<file path="src/gpseq_pkg.sv">
package gpseq_pkg;

    // Event codes carried on the input side.
    localparam logic [1:0] OP_START = 2'd0;
    localparam logic [1:0] OP_XCHG  = 2'd1;
    localparam logic [1:0] OP_READ  = 2'd2;

    // Sequencer modes.
    localparam logic [1:0] MODE_IDLE = 2'd0;
    localparam logic [1:0] MODE_POLL = 2'd1;
    localparam logic [1:0] MODE_CFG  = 2'd2;

    // Link bytes.
    localparam logic [7:0] BYTE_START  = 8'h01;
    localparam logic [7:0] BYTE_POLL   = 8'h42;
    localparam logic [7:0] ID_ANALOG   = 8'h73;

    // Poll frame positions.
    localparam logic [4:0] POS_POLL_CMD  = 5'd1;
    localparam logic [4:0] POS_POLL_ID   = 5'd2;
    localparam logic [4:0] POS_FILLER    = 5'd3;
    localparam logic [4:0] POS_FIRST_RD  = 5'd4;
    localparam logic [4:0] POS_LAST_POLL = 5'd9;

    localparam logic [1:0] NUM_FRAMES = 2'd3;
    localparam logic [1:0] LAST_FRAME = 2'd2;
    localparam int unsigned NUM_READINGS = 6;

    // Bit offsets of the result fields within the master-side tdata.
    localparam int unsigned TX_BYTE_LSB   = 0;
    localparam int unsigned TX_REQ_BIT    = 8;
    localparam int unsigned ATTN_BIT      = 9;
    localparam int unsigned READINGS_LSB  = 10;
    localparam int unsigned DAV_BIT       = 58;
    localparam int unsigned RECONFIG_BIT  = 59;
    localparam int unsigned M_TDATA_W     = 64;

    typedef logic [7:0] byte_t;

    // Length of each configuration frame in bytes.
    function automatic logic [4:0] cfg_len(input logic [1:0] frame);
        logic [4:0] len;
        begin
            case (frame)
                2'd0:    len = 5'd5;
                2'd1:    len = 5'd9;
                2'd2:    len = 5'd9;
                default: len = 5'd0;
            endcase
            return len;
        end
    endfunction

    // Bytes of the enter-config, set-analog and exit-config frames.
    function automatic byte_t cfg_byte(input logic [1:0] frame, input logic [3:0] pos);
        byte_t b;
        begin
            b = 8'h00;
            case (pos)
                4'd0: b = 8'h01;
                4'd1: b = (frame == 2'd1) ? 8'h44 : 8'h43;
                4'd3: b = (frame == 2'd2) ? 8'h00 : 8'h01;
                4'd4: b = (frame == 2'd1) ? 8'h03 : ((frame == 2'd2) ? 8'h5A : 8'h00);
                4'd5, 4'd6, 4'd7, 4'd8: b = (frame == 2'd2) ? 8'h5A : 8'h00;
                default: b = 8'h00;
            endcase
            return b;
        end
    endfunction

endpackage

</file>
<file path="src/gamepad_poll_sequencer_core.sv">
// Channel   | Ports                      | Contents
// ----------+----------------------------+---------------------------------------------
// event in  | s_tvalid/s_tready/s_t*     | tuser: op; tdata: rx_byte
// result out| m_tvalid/m_tready/m_tdata  | tx_byte, flags and the six stored readings
//
// Every accepted event produces exactly one result in the output register.
// One event is accepted per cycle; the only bound is the single output register,
// which takes a new result whenever it is empty or being drained in the same cycle.
// A stalled result holds m_tdata and blocks further events until it is taken.
// Reset (aresetn low, synchronous) returns the sequencer to idle and clears the
// readings and the data-available flag.
module gamepad_poll_sequencer_core (
    input  logic        aclk,
    input  logic        aresetn,
    input  logic        s_tvalid,
    output logic        s_tready,
    input  logic [7:0]  s_tdata,   // [7:0] rx_byte
    input  logic [1:0]  s_tuser,   // [1:0] op
    output logic        m_tvalid,
    input  logic        m_tready,
    // [7:0] tx_byte, [8] tx_request, [9] attention, [17:10] buttons_first,
    // [25:18] buttons_second, [33:26] right_x, [41:34] right_y, [49:42] left_x,
    // [57:50] left_y, [58] data_available, [59] reconfiguring, [63:60] zero
    output logic [63:0] m_tdata
);

    logic [1:0] mode_reg, mode_next;
    logic [4:0] pos_reg, pos_next;
    logic [1:0] frame_reg, frame_next;
    gpseq_pkg::byte_t rd_reg [gpseq_pkg::NUM_READINGS];
    gpseq_pkg::byte_t rd_next [gpseq_pkg::NUM_READINGS];
    logic       fresh_reg, fresh_next;
    logic       m_tvalid_reg;
    logic [63:0] m_tdata_reg, m_tdata_next;

    logic       accept;
    logic [1:0] op;
    gpseq_pkg::byte_t rx;
    gpseq_pkg::byte_t tx_byte;
    logic       tx_req;
    logic       attn;
    logic       dav;
    logic [4:0] rd_offset;
    logic [2:0] rd_idx;

    assign op       = s_tuser;
    assign rx       = s_tdata;
    assign s_tready = !m_tvalid_reg || m_tready;
    assign accept   = s_tvalid && s_tready;
    assign m_tvalid = m_tvalid_reg;
    assign m_tdata  = m_tdata_reg;

    assign rd_offset = pos_reg - gpseq_pkg::POS_FIRST_RD;
    assign rd_idx    = rd_offset[2:0];

    // Next state and the result of one event.
    always_comb begin
        mode_next  = mode_reg;
        pos_next   = pos_reg;
        frame_next = frame_reg;
        fresh_next = fresh_reg;
        rd_next    = rd_reg;
        tx_byte    = 8'h00;
        tx_req     = 1'b0;
        case (op)
            gpseq_pkg::OP_START: begin
                mode_next  = gpseq_pkg::MODE_POLL;
                pos_next   = gpseq_pkg::POS_POLL_CMD;
                frame_next = 2'd0;
                tx_byte    = gpseq_pkg::BYTE_START;
                tx_req     = 1'b1;
            end
            gpseq_pkg::OP_XCHG: begin
                case (mode_reg)
                    gpseq_pkg::MODE_POLL: begin
                        if (pos_reg == gpseq_pkg::POS_POLL_CMD) begin
                            tx_byte  = gpseq_pkg::BYTE_POLL;
                            tx_req   = 1'b1;
                            pos_next = gpseq_pkg::POS_POLL_ID;
                        end else if (pos_reg == gpseq_pkg::POS_POLL_ID) begin
                            if (rx == gpseq_pkg::ID_ANALOG) begin
                                tx_req   = 1'b1;
                                pos_next = gpseq_pkg::POS_FILLER;
                            end else begin
                                // Wrong ID: release the device and reconfigure it,
                                // starting with a gap slot.
                                fresh_next = 1'b0;
                                mode_next  = gpseq_pkg::MODE_CFG;
                                frame_next = 2'd0;
                                pos_next   = 5'd0;
                                tx_req     = 1'b1;
                            end
                        end else if (pos_reg >= gpseq_pkg::POS_FILLER &&
                                     pos_reg <= gpseq_pkg::POS_LAST_POLL) begin
                            // Store replies: two button bytes, then inverted sticks.
                            if (pos_reg >= gpseq_pkg::POS_FIRST_RD) begin
                                rd_next[rd_idx] = (rd_idx < 3'd2) ? rx : ~rx;
                            end
                            if (pos_reg < gpseq_pkg::POS_LAST_POLL) begin
                                tx_req   = 1'b1;
                                pos_next = pos_reg + 5'd1;
                            end else begin
                                fresh_next = 1'b1;
                                mode_next  = gpseq_pkg::MODE_IDLE;
                                pos_next   = 5'd0;
                                frame_next = 2'd0;
                            end
                        end else begin
                            mode_next  = gpseq_pkg::MODE_IDLE;
                            pos_next   = 5'd0;
                            frame_next = 2'd0;
                        end
                    end
                    gpseq_pkg::MODE_CFG: begin
                        if (frame_reg < gpseq_pkg::NUM_FRAMES) begin
                            if (pos_reg < gpseq_pkg::cfg_len(frame_reg)) begin
                                tx_byte  = gpseq_pkg::cfg_byte(frame_reg, pos_reg[3:0]);
                                tx_req   = 1'b1;
                                pos_next = pos_reg + 5'd1;
                            end else if (frame_reg < gpseq_pkg::LAST_FRAME) begin
                                // Gap slot between frames lets attention rise.
                                frame_next = frame_reg + 2'd1;
                                pos_next   = 5'd0;
                                tx_req     = 1'b1;
                            end else begin
                                mode_next  = gpseq_pkg::MODE_IDLE;
                                pos_next   = 5'd0;
                                frame_next = 2'd0;
                            end
                        end else begin
                            mode_next  = gpseq_pkg::MODE_IDLE;
                            pos_next   = 5'd0;
                            frame_next = 2'd0;
                        end
                    end
                    default: begin
                        mode_next  = gpseq_pkg::MODE_IDLE;
                        pos_next   = 5'd0;
                        frame_next = 2'd0;
                    end
                endcase
            end
            gpseq_pkg::OP_READ: begin
                fresh_next = 1'b0;
            end
            default: begin
            end
        endcase
    end

    // Result fields that follow from the updated state.
    always_comb begin
        attn = !((mode_next == gpseq_pkg::MODE_POLL) ||
                 (mode_next == gpseq_pkg::MODE_CFG && pos_next != 5'd0));
        dav  = (op == gpseq_pkg::OP_READ) ? fresh_reg : fresh_next;
        m_tdata_next = '0;
        m_tdata_next[gpseq_pkg::TX_BYTE_LSB +: 8] = tx_byte;
        m_tdata_next[gpseq_pkg::TX_REQ_BIT]       = tx_req;
        m_tdata_next[gpseq_pkg::ATTN_BIT]         = attn;
        for (int i = 0; i < gpseq_pkg::NUM_READINGS; i++) begin
            m_tdata_next[gpseq_pkg::READINGS_LSB + 8 * i +: 8] = rd_next[i];
        end
        m_tdata_next[gpseq_pkg::DAV_BIT]      = dav;
        m_tdata_next[gpseq_pkg::RECONFIG_BIT] = (mode_next == gpseq_pkg::MODE_CFG);
    end

    // Sequencer state, updated once per accepted transfer.
    always_ff @(posedge aclk) begin
        if (!aresetn) begin
            mode_reg  <= gpseq_pkg::MODE_IDLE;
            pos_reg   <= 5'd0;
            frame_reg <= 2'd0;
            fresh_reg <= 1'b0;
            for (int i = 0; i < gpseq_pkg::NUM_READINGS; i++) begin
                rd_reg[i] <= 8'h00;
            end
        end else if (accept) begin
            mode_reg  <= mode_next;
            pos_reg   <= pos_next;
            frame_reg <= frame_next;
            fresh_reg <= fresh_next;
            rd_reg    <= rd_next;
        end
    end

    // Output register.
    always_ff @(posedge aclk) begin
        if (!aresetn) begin
            m_tvalid_reg <= 1'b0;
        end else if (accept) begin
            m_tvalid_reg <= 1'b1;
        end else if (m_tready) begin
            m_tvalid_reg <= 1'b0;
        end
    end

    always_ff @(posedge aclk) begin
        if (accept) begin
            m_tdata_reg <= m_tdata_next;
        end
    end

endmodule

</file>
<file path="config.mk">
export PLATFORM = sky130hd
export DESIGN_NAME = gamepad_poll_sequencer_core
export DESIGN_NICKNAME = d
export VERILOG_FILES = /design/src/gpseq_pkg.sv /design/src/gamepad_poll_sequencer_core.sv
export SDC_FILE = /design/constraint.sdc
export NUM_CORES = 1
export LEC_CHECK = 0
export ABC_AREA = 1
export BUFFER_PORTS_ARGS = -buffer_cell sky130_fd_sc_hd__buf_4
export CELL_PAD_IN_SITES_DETAIL_PLACEMENT = 0
export CELL_PAD_IN_SITES_GLOBAL_PLACEMENT = 1
export CORE_MARGIN = 2
export CORE_UTILIZATION = 44
export CTS_CLUSTER_SIZE = 30
export DETAILED_ROUTE_END_ITERATION = 6
export PLACE_DENSITY_LB_ADDON = 0.1
export SLEW_MARGIN = 20
export SYNTH_ARGS = -nofsm -noshare
export SYNTH_HDL_FRONTEND = slang
export SYNTH_SLANG_ARGS = --single-unit
</file>
<file path="constraint.sdc">
create_clock -name aclk -period 3.68 [get_ports aclk]
set_clock_uncertainty 0.1 [all_clocks]
set_input_delay 0.368 -clock aclk [delete_from_list [all_inputs] [get_ports aclk]]
set_output_delay 0.368 -clock aclk [all_outputs]
set_load 0.02 [all_outputs]
</file>
* Yosys cells after proc, flatten, opt, wreduce, memory -nomap -nowiden
Cells that the tools add are included.
W data, S select, Z words.
** Operators by class
- Bitwise logic cells :: 2
- Reduce and logical (&&, ||, !) cells :: 17
- Order comparisons :: 10
- Add/sub/neg operators :: 3
- Eq/ne operators :: 22
- Muxes and demuxes :: 72
** Operator list (number)
- $mux W48 :: 6
- $bwmux W48 :: 1
- $mux W5 :: 9
- $mux W8 :: 5
- $pmux W8 S5 :: 1
- $mux W2 :: 17
- $pmux W8 S2 :: 2
- $demux W8 S3 :: 1
- $pmux W5 S2 :: 2
- $mux W1 :: 17
- $eq A4 B3 Y1 const B :: 4
- $pmux W2 S2 :: 4
- $mux W7 :: 2
- $eq A2 B1 Y1 const B :: 4
- $eq A2 B2 Y1 const B :: 4
- $eq A8 B7 Y1 const B :: 1
- $ne A4 B4 Y1 const B :: 2
- $not A8 Y8 :: 1
- $pmux W4 S2 :: 1
- $pmux W1 S2 :: 3
- $reduce_and A6 Y1 :: 1
- $add A5 B1 Y5 const B :: 1
- $eq A5 B1 Y1 const B :: 1
- $eq A5 B2 Y1 const B :: 1
- other kinds (27) :: 35
** Storage, ports and cells
- Flip-flop bits (word level) :: 119
- Output and inout port bits :: 66
- Bits of input ports :: 14

* Depth between registers and ports, before layout
- Depth after elaboration :: 15
- Gate-level depth with buffers :: 17
- Gate-level depth less buffers :: 17

* Worst setup path before layout
OpenSTA, ideal clock, no wires.
- Path kind :: register to register
- Start :: register m_tvalid_reg, in the netlist m_tvalid
- End :: register mode_reg[1]
- Setup slack :: 370 ps
- Setup time :: 94 ps
- Data required time :: 3486 ps
- Path buffers :: 2
- Cell stages (with the launch flop) :: 8
- Arrival time :: 3116 ps
- Period minus slack after synthesis :: 3310 ps
- Cells stage by stage :: dfxtp_1 -> nand2_1 -> nand2_1 -> clkbuf_1 -> inv_1 -> clkbuf_1 -> o21ai_0 -> a21oi_1
** Between the ends
- Cells in the longest elaborated chain, start to end :: 3
** Ends and longest elaborated chain
- start: declaration :: RTL line gamepad_poll_sequencer_core.sv:33 : logic m_tvalid_reg;
- start signal: assignment :: RTL line gamepad_poll_sequencer_core.sv:189 : m_tvalid_reg <= 1'b0;
- start signal: assignment :: RTL line gamepad_poll_sequencer_core.sv:191 : m_tvalid_reg <= 1'b1;
- start signal: assignment :: RTL line gamepad_poll_sequencer_core.sv:193 : m_tvalid_reg <= 1'b0;
- $logic_not A1 Y1 :: RTL line gamepad_poll_sequencer_core.sv:48 : assign s_tready = !m_tvalid_reg || m_tready;
- $logic_or A1 B1 Y1 :: RTL line gamepad_poll_sequencer_core.sv:48
- net s_tready :: RTL line gamepad_poll_sequencer_core.sv:16 : output logic s_tready,
- $logic_and A1 B1 Y1 :: RTL line gamepad_poll_sequencer_core.sv:49 : assign accept = s_tvalid && s_tready;
- net accept :: RTL line gamepad_poll_sequencer_core.sv:36 : logic accept;
- end signal: assignment :: RTL line gamepad_poll_sequencer_core.sv:170 : mode_reg <= gpseq_pkg::MODE_IDLE;
- end signal: assignment :: RTL line gamepad_poll_sequencer_core.sv:178 : mode_reg <= mode_next;
- end: declaration :: RTL line gamepad_poll_sequencer_core.sv:27 : logic [1:0] mode_reg, mode_next;
The timed path passes the listed nets, and every way through them passes these cells.
A chain may end at the register's enable or synchronous reset.

* Final worst setup path
- Start :: register frame_reg[1]
- End :: register m_tdata_reg[9], in the netlist m_tdata[9] (data pin)
** Between the ends
- Cells in the longest elaborated chain, start to end :: 15
- Elaborated cells on any way between the ends :: 26
- Classes of those cells :: 3 x order compare; 4 x eq/ne; 13 x mux; 6 x reduce/logical
** Ends and longest elaborated chain
- start: declaration :: RTL line gamepad_poll_sequencer_core.sv:29 : logic [1:0] frame_reg, frame_next;
- start signal: assignment :: RTL line gamepad_poll_sequencer_core.sv:180 : frame_reg <= frame_next;
- $eq A2 B1 Y1 or $eq A2 B2 Y1 (tied branches) :: RTL line gpseq_pkg.sv:44 : case (frame)
- $reduce_or A2 Y1 (no line)
- $pmux W4 S2 :: RTL line gpseq_pkg.sv:44
- $mux W5 :: RTL line gamepad_poll_sequencer_core.sv:115 : if (frame_reg < gpseq_pkg::NUM_FRAMES) begin
- $mux W5 :: RTL line gamepad_poll_sequencer_core.sv:74 : case (mode_reg)
- $mux W5 :: RTL line gamepad_poll_sequencer_core.sv:65 : case (op)
- $lt A5 B5 Y1 :: RTL line gamepad_poll_sequencer_core.sv:116 : if (pos_reg < gpseq_pkg::cfg_len(frame_reg)) begin
- $mux W2 :: RTL line gamepad_poll_sequencer_core.sv:116
- $mux W2 (*) :: RTL line gamepad_poll_sequencer_core.sv:115
- $pmux W2 S2 (*) :: RTL line gamepad_poll_sequencer_core.sv:74
- $pmux W2 S2 (*) :: RTL line gamepad_poll_sequencer_core.sv:65
- $eq A2 B2 Y1 (*)
- net m_tdata_next[59] :: RTL line gamepad_poll_sequencer_core.sv:34 : logic [63:0] m_tdata_reg, m_tdata_next;
- $logic_and A1 B1 Y1 (*) :: RTL line gamepad_poll_sequencer_core.sv:154 : (mode_next == gpseq_pkg::MODE_CFG && pos_next != 5'd0));
- $logic_or A1 B1 Y1 (*) :: RTL line gamepad_poll_sequencer_core.sv:153 : attn = !((mode_next == gpseq_pkg::MODE_POLL) ||
- $logic_not A1 Y1 (*) :: RTL line gamepad_poll_sequencer_core.sv:153
- net attn :: RTL line gamepad_poll_sequencer_core.sv:41 : logic attn;
- end signal: assignment :: RTL line gamepad_poll_sequencer_core.sv:199 : m_tdata_reg <= m_tdata_next;
- end: declaration :: RTL line gamepad_poll_sequencer_core.sv:34
Mark *: on every way through the listed nets, which the timed path passes. The rest lies on a longest branch. The select of a mux whose other input is x is not followed.

==> run_summary.xml <==
<?xml version="1.0" encoding="UTF-8"?>
<metrics>
  <group name="logic_synthesis">
    <metric name="ys_top_cells_by_count" unit="">137 x inv_1, 101 x nand2_1, 71 x a21oi_1</metric>
    <metric name="post_synth_num_cell_types" unit="">35</metric>
    <metric name="post_synth_top_area_share" unit="%">28.9</metric>
    <metric name="synth_area_per_cell" unit="sq um">8.61</metric>
    <metric name="sequential_to_total_area_share_from_yosys_stat" unit="%">48.8</metric>
    <metric name="synth-edff-count" unit="">57</metric>
    <metric name="synth_top_area_cell" unit="">edfxtp_1</metric>
    <metric name="syn-instance-count" unit="">689</metric>
    <metric name="synth_most_common_cell" unit="">inv_1</metric>
    <metric name="dominantRegCellSynth" unit="">dfxtp_1</metric>
    <metric name="post_synth_main_area_contributors" unit="">edfxtp_1 29%, dfxtp_1 20%, inv_1 8.7%</metric>
    <metric name="synth_area" unit="sq mm">0.00593</metric>
    <metric name="synth-seq-cells" unit="">116</metric>
    <metric name="synthesis.yosys.warnings" unit="">0</metric>
    <metric name="async_reset_ff_share" unit="%">0</metric>
  </group>
  <group name="clocking">
    <metric name="cts_max_path_buffers" unit="">2</metric>
    <metric name="cts_made_buffers" unit="">17</metric>
    <metric name="clkSlewWorstSetupHoldPaths" unit="ns">0.06</metric>
    <metric name="clock_insertion_delay_worst_skew" unit="ns">0.41</metric>
    <metric name="cts.root.buffer_cell" unit="">clkbuf_16</metric>
    <metric name="post_cts.resized_instances" unit="">0</metric>
    <metric name="cts_max_level" unit="">4</metric>
    <metric name="clk_sinks" unit="">116</metric>
    <metric name="cts-hold-fix-buffers" unit="">0</metric>
    <metric name="cts_tree" unit="">done</metric>
    <metric name="post-cts-setup-buffer-count" unit="">0</metric>
  </group>
  <group name="power">
    <metric name="power_density" unit="mW/mm^2">512</metric>
    <metric name="internal_power" unit="uW">2740</metric>
    <metric name="worst_ir_drop_on_vdd" unit="V">0.000301</metric>
    <metric name="clkPwrFrac" unit="%">45.8</metric>
    <metric name="pwr-share-seq" unit="%">41.1</metric>
    <metric name="power.static_leakage" unit="uW">0.00349</metric>
    <metric name="post-layout-total-power" unit="uW">3650</metric>
    <metric name="swShare" unit="%">24.8</metric>
    <metric name="power_frac_comb" unit="%">13.1</metric>
    <metric name="power.switching" unit="uW">904</metric>
  </group>
  <group name="timing">
    <metric name="timing_max_transition_violations_final" unit="">0</metric>
    <metric name="fin_crit_sh" unit="%">69.7</metric>
    <metric name="max_clock_freq" unit="MHz">390</metric>
    <metric name="max_slew_margin" unit="%">31.9</metric>
    <metric name="finalHoldViolations" unit="">0</metric>
    <metric name="rsz0062_at_grt" unit="">false</metric>
    <metric name="max_slew.worst_pin.slew" unit="ns">1.02</metric>
    <metric name="hold_ws" unit="ns">0.156</metric>
    <metric name="setup_viol" unit="">0</metric>
    <metric name="finalSetupTns" unit="ns">0</metric>
    <metric name="finalWorstPathRequiredPeriod" unit="ns">2.57</metric>
  </group>
  <group name="placement">
    <metric name="globalplace.congestion" unit="">0.892</metric>
    <metric name="detailed_placer_s_ending_hpwl" unit="um">8990</metric>
    <metric name="place.detailed.instances" unit="">911</metric>
    <metric name="port_buffers" unit="">73</metric>
  </group>
  <group name="setup_path">
    <metric name="crit_arrival" unit="ns">2.62</metric>
    <metric name="critical_path.top_delay_family" unit="">simple AND/OR/NAND/NOR gates</metric>
    <metric name="worstPathCellList" unit="">inv_1, ha_1, inv_1, ha_1, nand2_1, nand2_1, nor2_1, nand2_1, nand2_1, inv_1, nand2_1, nand2_1, nand2_1, nand2_1, nor2_1, a21oi_1</metric>
    <metric name="startpoint_type" unit="">flop</metric>
    <metric name="slowest_stage" unit="">dfxtp_1</metric>
    <metric name="critical_path_required" unit="ns">3.73</metric>
    <metric name="critical_path.max_stage_delay" unit="ns">0.39</metric>
    <metric name="critical-path-top-cell-by-count" unit="">nand2_1</metric>
    <metric name="timing.critical_path.to_type" unit="">flop</metric>
    <metric name="critical_path_peak_fanout" unit="">5</metric>
    <metric name="critical_path.n_buffers_inverters" unit="">3</metric>
    <metric name="setup.worst_path.class" unit="">reg2reg</metric>
  </group>
  <group name="die">
    <metric name="dieArea" unit="sq mm">0.0144</metric>
    <metric name="die_h" unit="um">120</metric>
    <metric name="die_width" unit="um">120</metric>
    <metric name="floorplan.initialDensity" unit="%">45.0</metric>
    <metric name="core_region_area" unit="sq mm">0.0132</metric>
    <metric name="io_count" unit="">80</metric>
    <metric name="row_count" unit="">42</metric>
  </group>
  <group name="run">
    <metric name="max_cap_viol_count" unit="">0</metric>
  </group>
  <group name="cells_and_area">
    <metric name="area_growth" unit="%">20.1</metric>
    <metric name="drive_above_1_share" unit="%">21.5</metric>
    <metric name="largest_register_ffs" unit="">57</metric>
    <metric name="design.final.nets" unit="">786</metric>
    <metric name="final-instance-count-excl-fill" unit="">943</metric>
    <metric name="antenna_cells_inserted" unit="">0</metric>
    <metric name="finalCoreUtilization" unit="%">54.0</metric>
    <metric name="layout.filler_cells" unit="">1253</metric>
  </group>
  <group name="global_route">
    <metric name="grt_start_max_net_pins" unit="">103</metric>
    <metric name="grt_overflow_total" unit="">0</metric>
    <metric name="grt_use_total" unit="%">19.8</metric>
    <metric name="number_of_global_route_vias_before_repair" unit="">4330</metric>
    <metric name="antenna_found_initial" unit="">0</metric>
    <metric name="grt_pass1_wl" unit="um">22100</metric>
  </group>
  <group name="drt">
    <metric name="route.detailed.drc" unit="">0</metric>
    <metric name="drt.antenna.violating_nets" unit="">0</metric>
    <metric name="wl_per_cell" unit="um">14.4</metric>
    <metric name="routed_wirelength" unit="um">13600</metric>
    <metric name="initialDrtViolationCount" unit="">313</metric>
    <metric name="vias" unit="">4571</metric>
    <metric name="post_drt_via_cell_ratio" unit="">4.85</metric>
    <metric name="drt_first_pass_iters" unit="">5</metric>
  </group>
  <group name="hold_path">
    <metric name="timing.hold.worst.class" unit="">in2reg</metric>
  </group>
  <group name="outcome">
    <metric name="outcome" unit="">completed</metric>
  </group>
</metrics>
[logic make-up after synthesis]
group	synth area share (%)
adders and majority gates	3.80
AOI/OAI and AO/OA	18.0
xor gates and xnor gates	1.62
and+or+nand+nor	15.0
buffers and inverters	12.8
DFF	48.8
other	0.0632
[per-layer routing]
metal | GRT usage (%) | part of all wire, % | wire [um]
met3 | 4.80 | 4.1 | 558
met4 | 7.43 | 1.7 | 236
met2 | 31.8 | 48 | 6490
met5 | 0 | 0 | 0
met1 | 26.0 | 46 | 6300
[layout make-up]
class                           instances  area, sq um  share of cell area, %
Clock inverter                         10          129                   1.81
Tap cell                              176          220                   3.09
Multi-Input combinational cell        401         2300                   32.3
Clock buffer                           22          474                   6.65
Sequential cell                       116         2890                   40.6
Timing Repair Buffer                   75          563                   7.90
Inverter                              143          544                   7.64
[power groups by stage]
stage,registers (uW),clock network [uW],logic (uW)
3_5_place_dp,1530,0,481
4_1_cts,1500,1700,483
5_1_grt,1510,1760,534
6_report,1500,1670,479
2_1_floorplan,1580,0,270
3_3_place_gp,1520,0,475
[path summary, 6_finish.rpt]
check,from,slack (ns),end,cells after the start
worst min register to register,rd_reg[15],0.43,rd_reg[15],2
worst max-delay path,frame_reg[1],1.11,m_tdata[9],16
worst max register to register,frame_reg[1],1.11,m_tdata[9],16
worst min-delay path,aresetn,0.16,mode_reg[1],3
[worst reg2reg max path: stages (launching register included)]
cell and delay (ns):
dfxtp_1 0.39, inv_1 0.13, ha_1 0.32, inv_1 0.05, ha_1 0.27, nand2_1 0.07, nand2_1 0.06, nor2_1 0.13
nand2_1 0.09, nand2_1 0.08, inv_1 0.04, nand2_1 0.08, nand2_1 0.07, nand2_1 0.07, nand2_1 0.08, nor2_1 0.15
a21oi_1 0.10
[placed cells by master (no fill, tap or decap), types with 2 or more instances in the layout]
master     count
nor3_1         3
nand2_4        2
clkbuf_16     17
nand3_4        3
nand3_1       21
edfxtp_1      57
ha_1          18
clkinv_2       8
o21ai_1       40
o211ai_1       2
nand2_1      100
clkbuf_1       2
dfxtp_1       59
nor2_8         5
conb_1         6
o21ai_0       25
xnor2_1        3
xor2_1         8
inv_1        136
nand4_1        5
bufinv_16      3
nor2_1        41
a21oi_1       71
buf_4         75
clkbuf_8       3
nand2_2        2
inv_2          4
o21ai_2       39
[metrics by stage]
stage | area [sq um] | setup WS, ns
2_1_floorplan | 5950 | 0.370
3_3_place_gp | 6520 | 1.13
3_5_place_dp | 6520 | 1.13
4_1_cts | 7120 | 1.10
5_1_grt | 7130 | 0.834
6_report | 7130 | 1.11
(Power assumes the default switching activity.)
